`src/sv/bbc_pkg.sv`:
```
`timescale 1ns / 1ps
// Package: transaction types, buffer entry layout, codes and control structs for the buffer cache.
package bbc_pkg;

  localparam logic [2:0] KIND_GET    = 3'd0;
  localparam logic [2:0] KIND_VALID  = 3'd1;
  localparam logic [2:0] KIND_REL    = 3'd2;
  localparam logic [2:0] KIND_PIN    = 3'd3;
  localparam logic [2:0] KIND_UNPIN  = 3'd4;

  localparam logic [2:0] ST_HIT  = 3'd0;
  localparam logic [2:0] ST_MISS = 3'd1;
  localparam logic [2:0] ST_FULL = 3'd2;
  localparam logic [2:0] ST_DONE = 3'd3;
  localparam logic [2:0] ST_ERR  = 3'd4;

  localparam logic [7:0] CNT_MAX = 8'hff;

  typedef struct packed {
    logic [2:0]  kind;
    logic [7:0]  device_id;
    logic [31:0] block_number;
    logic [4:0]  buffer_index;
    logic [31:0] time_now;
  } in_t;

  typedef struct packed {
    logic [2:0] status;
    logic [4:0] granted_index;
    logic       needs_read;
    logic [7:0] use_count;
  } out_t;

  typedef struct packed {
    logic [7:0]  dev;
    logic [31:0] blk;
    logic [7:0]  cnt;
    logic [31:0] rel;
    logic        dv;
  } entry_t;

  typedef enum logic [2:0] {
    S_IDLE,
    S_DISPATCH,
    S_SCAN,
    S_DRAIN,
    S_FINISH
  } state_t;

  typedef struct packed {
    logic load;
    logic scan_clr;
    logic scan_inc;
    logic rd_en;
    logic rd_scan;
    logic commit;
  } cmd_t;

  typedef struct packed {
    logic is_get;
    logic scan_last;
    logic out_free;
  } sts_t;

endpackage

```
`src/sv/bbc_ctrl.sv`:
```
`timescale 1ns / 1ps
// Controller: sequences accept, buffer scan, read-modify-write and result hand-off.
module bbc_ctrl (
  input  logic          clk,
  input  logic          rst_n,
  input  logic          in_valid,
  output logic          in_ready,
  input  bbc_pkg::sts_t sts,
  output bbc_pkg::cmd_t cmd
);

  bbc_pkg::state_t state_r, state_nxt;

  always_ff @(posedge clk) begin
    if (!rst_n) begin
      state_r <= bbc_pkg::S_IDLE;
    end else begin
      state_r <= state_nxt;
    end
  end

  always_comb begin
    state_nxt = state_r;
    cmd       = '0;
    in_ready  = 1'b0;
    case (state_r)
      bbc_pkg::S_IDLE: begin
        in_ready = 1'b1;
        if (in_valid) begin
          cmd.load     = 1'b1;
          cmd.scan_clr = 1'b1;
          state_nxt    = bbc_pkg::S_DISPATCH;
        end
      end
      bbc_pkg::S_DISPATCH: begin
        if (sts.is_get) begin
          state_nxt = bbc_pkg::S_SCAN;
        end else begin
          cmd.rd_en = 1'b1;
          state_nxt = bbc_pkg::S_FINISH;
        end
      end
      bbc_pkg::S_SCAN: begin
        cmd.rd_en    = 1'b1;
        cmd.rd_scan  = 1'b1;
        cmd.scan_inc = 1'b1;
        if (sts.scan_last) begin
          state_nxt = bbc_pkg::S_DRAIN;
        end
      end
      bbc_pkg::S_DRAIN: begin
        state_nxt = bbc_pkg::S_FINISH;
      end
      bbc_pkg::S_FINISH: begin
        if (sts.out_free) begin
          cmd.commit = 1'b1;
          state_nxt  = bbc_pkg::S_IDLE;
        end
      end
      default: begin
        state_nxt = bbc_pkg::S_IDLE;
      end
    endcase
  end

endmodule

```
`src/sv/bbc_dpath.sv`:
```
`timescale 1ns / 1ps
// Datapath: buffer entry memory, scan trackers, update logic and result register.
module bbc_dpath #(
  parameter int NUM_BUFFERS = 32
) (
  input  logic          clk,
  input  logic          rst_n,
  input  bbc_pkg::in_t  in_data,
  input  bbc_pkg::cmd_t cmd,
  output bbc_pkg::sts_t sts,
  output logic          out_valid,
  input  logic          out_ready,
  output bbc_pkg::out_t out_data
);

  localparam int IW = $clog2(NUM_BUFFERS);

  bbc_pkg::entry_t mem [NUM_BUFFERS];
  logic [NUM_BUFFERS-1:0] ent_vld_r;

  bbc_pkg::in_t    in_q_r;
  bbc_pkg::entry_t rd_data_r;
  logic            rd_vld_r;
  logic            rd_live_r;
  logic [IW-1:0]   rd_addr_r;
  logic [IW-1:0]   scan_cnt_r;

  logic            hit_r;
  logic [IW-1:0]   hit_idx_r;
  bbc_pkg::entry_t hit_ent_r;
  logic            free_r;
  logic [IW-1:0]   pick_r;
  logic [31:0]     pick_time_r;

  bbc_pkg::out_t   out_data_r;
  logic            out_valid_r;

  logic [IW-1:0]   idx_a;
  logic [IW-1:0]   rd_addr;
  bbc_pkg::entry_t ent;
  logic            is_bad;
  logic            wr_en;
  logic [IW-1:0]   wr_addr;
  bbc_pkg::entry_t wr_ent;
  bbc_pkg::out_t   res;

  assign idx_a   = IW'(in_q_r.buffer_index);
  assign rd_addr = cmd.rd_scan ? scan_cnt_r : idx_a;
  assign ent     = rd_vld_r ? rd_data_r : '0;
  assign is_bad  = (in_q_r.kind > bbc_pkg::KIND_UNPIN) ||
                   (32'(in_q_r.buffer_index) >= NUM_BUFFERS);

  assign sts.is_get    = (in_q_r.kind == bbc_pkg::KIND_GET);
  assign sts.scan_last = (scan_cnt_r == IW'(NUM_BUFFERS - 1));
  assign sts.out_free  = !out_valid_r || out_ready;

  assign out_valid = out_valid_r;
  assign out_data  = out_data_r;

  always_ff @(posedge clk) begin
    if (cmd.load) begin
      in_q_r <= in_data;
    end
  end

  always_ff @(posedge clk) begin
    if (cmd.rd_en) begin
      rd_data_r <= mem[rd_addr];
      rd_vld_r  <= ent_vld_r[rd_addr];
      rd_addr_r <= rd_addr;
    end
    if (cmd.commit && wr_en) begin
      mem[wr_addr] <= wr_ent;
    end
  end

  always_ff @(posedge clk) begin
    if (!rst_n) begin
      ent_vld_r <= '0;
    end else if (cmd.commit && wr_en) begin
      ent_vld_r[wr_addr] <= 1'b1;
    end
  end

  always_ff @(posedge clk) begin
    if (!rst_n) begin
      rd_live_r  <= 1'b0;
      scan_cnt_r <= '0;
      hit_r      <= 1'b0;
      free_r     <= 1'b0;
    end else begin
      rd_live_r <= cmd.rd_en && cmd.rd_scan;
      if (cmd.scan_clr) begin
        scan_cnt_r <= '0;
        hit_r      <= 1'b0;
        free_r     <= 1'b0;
      end else begin
        if (cmd.scan_inc) begin
          scan_cnt_r <= scan_cnt_r + IW'(1);
        end
        if (rd_live_r) begin
          if (!hit_r && ent.dev == in_q_r.device_id && ent.blk == in_q_r.block_number) begin
            hit_r <= 1'b1;
          end
          if (ent.cnt == 8'd0 && (!free_r || ent.rel < pick_time_r)) begin
            free_r <= 1'b1;
          end
        end
      end
    end
  end

  always_ff @(posedge clk) begin
    if (rd_live_r && !cmd.scan_clr) begin
      if (!hit_r && ent.dev == in_q_r.device_id && ent.blk == in_q_r.block_number) begin
        hit_idx_r <= rd_addr_r;
        hit_ent_r <= ent;
      end
      if (ent.cnt == 8'd0 && (!free_r || ent.rel < pick_time_r)) begin
        pick_r      <= rd_addr_r;
        pick_time_r <= ent.rel;
      end
    end
  end

  always_comb begin
    wr_en             = 1'b0;
    wr_addr           = idx_a;
    wr_ent            = ent;
    res.status        = bbc_pkg::ST_DONE;
    res.granted_index = in_q_r.buffer_index;
    res.needs_read    = !ent.dv;
    res.use_count     = ent.cnt;
    if (in_q_r.kind == bbc_pkg::KIND_GET) begin
      if (hit_r) begin
        wr_addr           = hit_idx_r;
        wr_ent            = hit_ent_r;
        res.granted_index = 5'(hit_idx_r);
        res.needs_read    = !hit_ent_r.dv;
        if (hit_ent_r.cnt == bbc_pkg::CNT_MAX) begin
          res.status    = bbc_pkg::ST_ERR;
          res.use_count = hit_ent_r.cnt;
        end else begin
          wr_en         = 1'b1;
          wr_ent.cnt    = hit_ent_r.cnt + 8'd1;
          res.status    = bbc_pkg::ST_HIT;
          res.use_count = hit_ent_r.cnt + 8'd1;
        end
      end else if (free_r) begin
        wr_en             = 1'b1;
        wr_addr           = pick_r;
        wr_ent.dev        = in_q_r.device_id;
        wr_ent.blk        = in_q_r.block_number;
        wr_ent.cnt        = 8'd1;
        wr_ent.rel        = pick_time_r;
        wr_ent.dv         = 1'b0;
        res.status        = bbc_pkg::ST_MISS;
        res.granted_index = 5'(pick_r);
        res.needs_read    = 1'b1;
        res.use_count     = 8'd1;
      end else begin
        res.status        = bbc_pkg::ST_FULL;
        res.granted_index = 5'd0;
        res.needs_read    = 1'b0;
        res.use_count     = 8'd0;
      end
    end else if (is_bad) begin
      res.status     = bbc_pkg::ST_ERR;
      res.needs_read = 1'b0;
      res.use_count  = 8'd0;
    end else begin
      case (in_q_r.kind)
        bbc_pkg::KIND_VALID: begin
          wr_en          = 1'b1;
          wr_ent.dv      = 1'b1;
          res.needs_read = 1'b0;
        end
        bbc_pkg::KIND_REL: begin
          if (ent.cnt == 8'd0) begin
            res.status = bbc_pkg::ST_ERR;
          end else begin
            wr_en         = 1'b1;
            wr_ent.cnt    = ent.cnt - 8'd1;
            res.use_count = ent.cnt - 8'd1;
            if (ent.cnt == 8'd1) begin
              wr_ent.rel = in_q_r.time_now;
            end
          end
        end
        bbc_pkg::KIND_PIN: begin
          if (ent.cnt == bbc_pkg::CNT_MAX) begin
            res.status = bbc_pkg::ST_ERR;
          end else begin
            wr_en         = 1'b1;
            wr_ent.cnt    = ent.cnt + 8'd1;
            res.use_count = ent.cnt + 8'd1;
          end
        end
        bbc_pkg::KIND_UNPIN: begin
          if (ent.cnt == 8'd0) begin
            res.status = bbc_pkg::ST_ERR;
          end else begin
            wr_en         = 1'b1;
            wr_ent.cnt    = ent.cnt - 8'd1;
            res.use_count = ent.cnt - 8'd1;
          end
        end
        default: begin
          res.status = bbc_pkg::ST_ERR;
        end
      endcase
    end
  end

  always_ff @(posedge clk) begin
    if (!rst_n) begin
      out_valid_r <= 1'b0;
    end else if (cmd.commit) begin
      out_valid_r <= 1'b1;
    end else if (out_ready) begin
      out_valid_r <= 1'b0;
    end
  end

  always_ff @(posedge clk) begin
    if (cmd.commit) begin
      out_data_r <= res;
    end
  end

endmodule

```
`src/sv/block_buffer_cache_lru.sv`:
```
`timescale 1ns / 1ps
// Top level: reference-counted buffer cache tag store with least-recently-released replacement.
//
// One transaction in gives one result out. A get request scans every buffer entry, one per
// cycle through the single read port of the entry memory, for a tag match and for the unused
// buffer with the oldest release time (lowest index on ties); a drain state follows the scan.
// Mark valid, release, pin and unpin do one read-modify-write of the addressed entry. The
// result is registered in the output register once that register is free, and only then
// is the next transaction taken. One transaction is worked on at a time; the next may be
// accepted while the previous result waits in the output register.
// All entries read as zero after reset through per-entry valid bits, with no clearing pass.
module block_buffer_cache_lru #(
  parameter int NUM_BUFFERS = 32
) (
  input  logic          clk,
  input  logic          rst_n,
  input  logic          in_valid,
  output logic          in_ready,
  input  bbc_pkg::in_t  in_data,
  output logic          out_valid,
  input  logic          out_ready,
  output bbc_pkg::out_t out_data
);

  bbc_pkg::cmd_t cmd;
  bbc_pkg::sts_t sts;

  bbc_ctrl u_ctrl (
    .clk      (clk),
    .rst_n    (rst_n),
    .in_valid (in_valid),
    .in_ready (in_ready),
    .sts      (sts),
    .cmd      (cmd)
  );

  bbc_dpath #(
    .NUM_BUFFERS (NUM_BUFFERS)
  ) u_dpath (
    .clk       (clk),
    .rst_n     (rst_n),
    .in_data   (in_data),
    .cmd       (cmd),
    .sts       (sts),
    .out_valid (out_valid),
    .out_ready (out_ready),
    .out_data  (out_data)
  );

endmodule
```
`config.mk`:
```
export PLATFORM = sky130hd
export DESIGN_NAME = block_buffer_cache_lru
export DESIGN_NICKNAME = d
export VERILOG_FILES = /design/src/sv/bbc_pkg.sv /design/src/sv/bbc_ctrl.sv /design/src/sv/bbc_dpath.sv /design/src/sv/block_buffer_cache_lru.sv
export SDC_FILE = /design/constraint.sdc
export NUM_CORES = 2
export LEC_CHECK = 0
export BUFFER_PORTS_ARGS = -buffer_cell sky130_fd_sc_hd__clkbuf_2
export CAP_MARGIN = 20
export CORE_MARGIN = 2
export CORE_UTILIZATION = 60
export CTS_BUF_LIST = sky130_fd_sc_hd__clkbuf_4 sky130_fd_sc_hd__clkbuf_8
export CTS_CLUSTER_DIAMETER = 50
export CTS_CLUSTER_SIZE = 28
export DETAILED_ROUTE_END_ITERATION = 8
export PLACE_DENSITY = 0.76
export SETUP_SLACK_MARGIN = 0.4
export SKIP_CTS_REPAIR_TIMING = 1
export SLEW_MARGIN = 20
export SYNTH_ARGS = -nofsm -noshare
export SYNTH_HDL_FRONTEND = slang
export SYNTH_SLANG_ARGS = --single-unit
export TNS_END_PERCENT = 30
```
`constraint.sdc`:
```
create_clock -name clk -period 17.2 [get_ports clk]
set_clock_uncertainty 0.15 [all_clocks]
set_input_delay 3.44 -clock clk [delete_from_list [all_inputs] [get_ports clk]]
set_output_delay 3.44 -clock clk [all_outputs]
set_load 0.03 [all_outputs]
```
==> flow_metrics.tcl <==
set metrics [dict create \
    status "complete, but fails checks" \
    violations_in_the_final_reports "DRC" \
    tritoncts "done" \
    postSynthCellCount 8375 \
    ir_worst_vdd_v 0.00009184 \
    synth_area_per_cell_um2 14.75 \
    synth-edff-count 2899 \
    grt_usage 0.3236 \
    syn_area_mm2 0.1235 \
    synth_async_reset_ratio 0 \
    number_of_vias_after_detailed_routing 78009 \
    synth.net_count 8496 \
    post_layout_worst_setup_margin_ns 10.57 \
    cts_buffers 211 \
    min-delay-start "u_dpath.rd_addr_r[0]$_DFFE_PP_" \
    fmax_ghz 0.1508 \
    totalNegativeSetupSlack_ns 0 \
    ant_nets 0 \
    post_synth_num_cell_types 79 \
    cts_max_level 4 \
    max_slew_margin 0.1872 \
    final_clock_period_utilization_by_the_worst_path 0.3856 \
    p_seq_frac 0.604 \
    cp_data_required_time_ns 17.66 \
    place_worst_setup_slack_ns 9.698 \
    multiInputGateArea_mm2 0.03352 \
    fillCellCount 13771 \
    hold_ws_ns 0.2993 \
    leakage_power_of_the_design_nw 43.67 \
    clock_latency_ns 1.06 \
    start_util 0.6039 \
    ys_ff_latch 2943 \
    intPower_mw 9.902 \
    synth-seq-area-share 0.7118 \
    globalRouteOverflowTotal 0 \
    rows 166 \
    cts.root.buffer_cell "sky130_fd_sc_hd__clkbuf_8" \
    timing.reg2reg.setup_slack_ns 10.98 \
    switchingPower_mw 3.403 \
    power.density_cell_area_mw_per_mm2 100.0 \
    cts_buffer_depth 3 \
    grt_pass1_vias 75938 \
    share_comb_of_total_power 0.082 \
    port_buffers 102 \
    area.sequential_mm2 0.08794 \
    layout.cell_area.non_filler_mm2 0.1330 \
    rsz_0062_raised_after_global_routing "false" \
    r2r.worst_path.cells 10 \
    post_route_cells_drive_above_1_share 0.1190 \
    standard_cell_core_area_mm2 0.2046 \
    timing.critical_path.to_type "flop" \
    ws_path_type "in -> reg" \
    initial_antenna_violation_count 10 \
    cts.sinks 2943 \
    worst_hold_path.num_cells 0 \
    total_length_of_routed_wires_um 345300 \
    mostFrequentLayoutCell "sky130_fd_sc_hd__edfxtp_1" \
    timing.critical_path.from_type "input port" \
    drt_pre_antenna_iters 9 \
    synth_flop_cell "sky130_fd_sc_hd__edfxtp_1" \
    max_cap_viol_count 0 \
    die-width_um 457.8 \
    dpl_cell_area_mm2 0.1276 \
    power.switching_fraction 0.2558 \
    critical_path_arrival_ns 7.09 \
    drc_errors 5 \
    finalCoreUtilization 0.6503 \
    floorplan.die.height_um 457.8 \
    yosysWarningCount 0 \
    worstReg2RegStart "u_ctrl.state_r[2]$_SDFFE_PN0P_" \
    area.growth.synth_to_final_pct 7.685 \
    wire_per_inst_um 30.82 \
    place.detailed.hpwl_um 197800 \
    maximum_number_of_pins_on_one_net_before_global_route_repair 174 \
    place.gp.congestion 0.8555 \
    clock_transition_at_the_register_clock_pins_on_the_worst_setup_and_hold_paths_after_cts_ns 0.11 \
    grt_pass1_wl_um 498800 \
    worst_hold_path_type "reg -> reg" \
    drv_slew 0 \
    critical_path.max_fanout 45 \
    post_route_minimum_period_ns 6.632 \
    via_to_cell_ratio 6.961 \
    io_pins 103 \
    timing.final.hold_violations 0 \
    first_iter_violations 12066 \
    tightestPinTransition_ns 1.215 \
    finalNetCount 8440 \
    reg2reg_to "u_dpath.rd_data_r[46]$_DFFE_PP_" \
    layout_common_cells "sky130_fd_sc_hd__edfxtp_1 (2899), sky130_fd_sc_hd__nand2_1 (1184), sky130_fd_sc_hd__mux2i_1 (836)" \
    worstHoldEndpoint "u_dpath.hit_idx_r[0]$_DFFE_PP_" \
    p_clk_frac 0.313 \
    overall_die_area_mm2 0.2095 \
    setup_viol 0 \
]
==> flip-flops by register name, indices dropped and copies added (netlist names), 17 cells and up <==
register	flops
u_dpath.in_q_r	75
u_dpath.hit_ent_r	81
u_dpath.out_data	17
u_dpath.pick_time_r	32
u_dpath.ent_vld_r	32
u_dpath.rd_data_r	81
u_dpath.mem	2592
==> stage by stage <==
| stage | power [mW] | std cells |
|---|---|---|
| 2_1_floorplan | 8.821 | 8375 |
| 3_3_place_gp | 9.233 | 10783 |
| 3_5_place_dp | 9.264 | 10785 |
| 4_1_cts | 13.29 | 11184 |
| 5_1_grt | 13.62 | 11201 |
| 6_report | 13.30 | 11207 |
==> critical path, stage by stage <==
cell,delay (ns)
sky130_fd_sc_hd__clkbuf_2,0.09
sky130_fd_sc_hd__nor2b_1,0.06
sky130_fd_sc_hd__a2111oi_0,0.92
sky130_fd_sc_hd__buf_4,0.26
sky130_fd_sc_hd__o211ai_2,0.45
sky130_fd_sc_hd__nor3_2,0.47
sky130_fd_sc_hd__buf_4,0.45
sky130_fd_sc_hd__buf_4,0.76
==> per-layer routing <==
| layer | track usage | vias up | part of all wire |
|---|---|---|---|
| li1 | - | 32589 | - |
| met1 | 0.4355 | 39124 | 0.36 |
| met2 | 0.5119 | 5485 | 0.47 |
| met3 | 0.05221 | 807 | 0.11 |
| met4 | 0.1737 | 4 | 0.060 |
| met5 | 0 | - | 0.000067 |
==> worst max-delay path by stage <==
stage	start	to	slack, ns	depth (start not counted)
2_1_floorplan	in_valid	u_dpath.hit_ent_r[0]$_DFFE_PP_	2.61	2
3_3_place_gp	out_ready	u_dpath.mem[11][4]$_DFFE_PP_	9.66	8
5_1_grt	out_ready	u_dpath.mem[11][67]$_DFFE_PP_	10.59	8
4_1_cts	out_ready	u_dpath.mem[11][67]$_DFFE_PP_	10.79	8
3_5_place_dp	out_ready	u_dpath.mem[6][45]$_DFFE_PP_	9.70	8
6_report	out_ready	u_dpath.mem[11][67]$_DFFE_PP_	10.57	8
==> final cells by class <==
class,count,share of cell area
antenna,14,0.0002633
clock buffer,225,0.02295
clock inverter,174,0.01600
inverter,118,0.003480
multi-input combinational,4719,0.2520
sequential,2943,0.6610
tap,2688,0.02528
timing repair buffer,326,0.01903
==> cells by family (layout without fill, tap and decap cells) <==
logic type                 count (synthesis)  count (layout)  share of synthesized area
DFF                                     2943            2943                     0.7118
AOI/OAI and AO/OA                       1319            1319                    0.07719
muxes                                   1005            1005                    0.09808
other                                      0              14                          0
adders and majority gates                 37              37                   0.003747
xor gates and xnor gates                  20              20                   0.001418
buffers and inverters                    713             843                    0.02357
and+or+nand+nor                         2338            2338                    0.08422
==> Yosys cell counts, drive strengths merged (9+ instances only) <==
library cell,count,area [µm²]
ha,37,462.9
a21oi,266,1343
o21a,37,277.8
o22ai,30,187.7
nand2,1184,4444
nand4,100,625.6
nand3b,12,90.09
a221oi,168,1471
nor4,11,68.82
nand2b,97,606.8
xor2,11,96.34
and3,25,156.4
nand3,429,2147
o21ai,91,455.4
nor2,255,964.7
nor3,135,680.7
and2,39,244.0
a21o,12,90.09
mux4,162,3649
a22oi,288,2162
a222oi,29,290.3
o221ai,10,87.58
inv,116,435.4
edfxtp,2899,87050
a31oi,95,594.3
mux2i,839,8423
buf,206,1007
clkbuf,389,1461
a32oi,162,1419
a2111oi,84,735.7
nor2b,16,100.1
xnor2,9,78.83
dfxtp,44,880.8
==> power groups by stage <==
| stage | logic, mW | registers, mW | clock network [mW] |
|---|---|---|---|
| after CTS | 1.06 | 8.04 | 4.19 |
| after detailed placement | 1.06 | 8.20 | 0 |
| after floorplan | 0.634 | 8.19 | 0 |
| after global placement | 1.03 | 8.20 | 0 |
| after global routing | 1.15 | 8.04 | 4.43 |
| final | 1.10 | 8.04 | 4.17 |
Power figures use the tool's default switching activity.
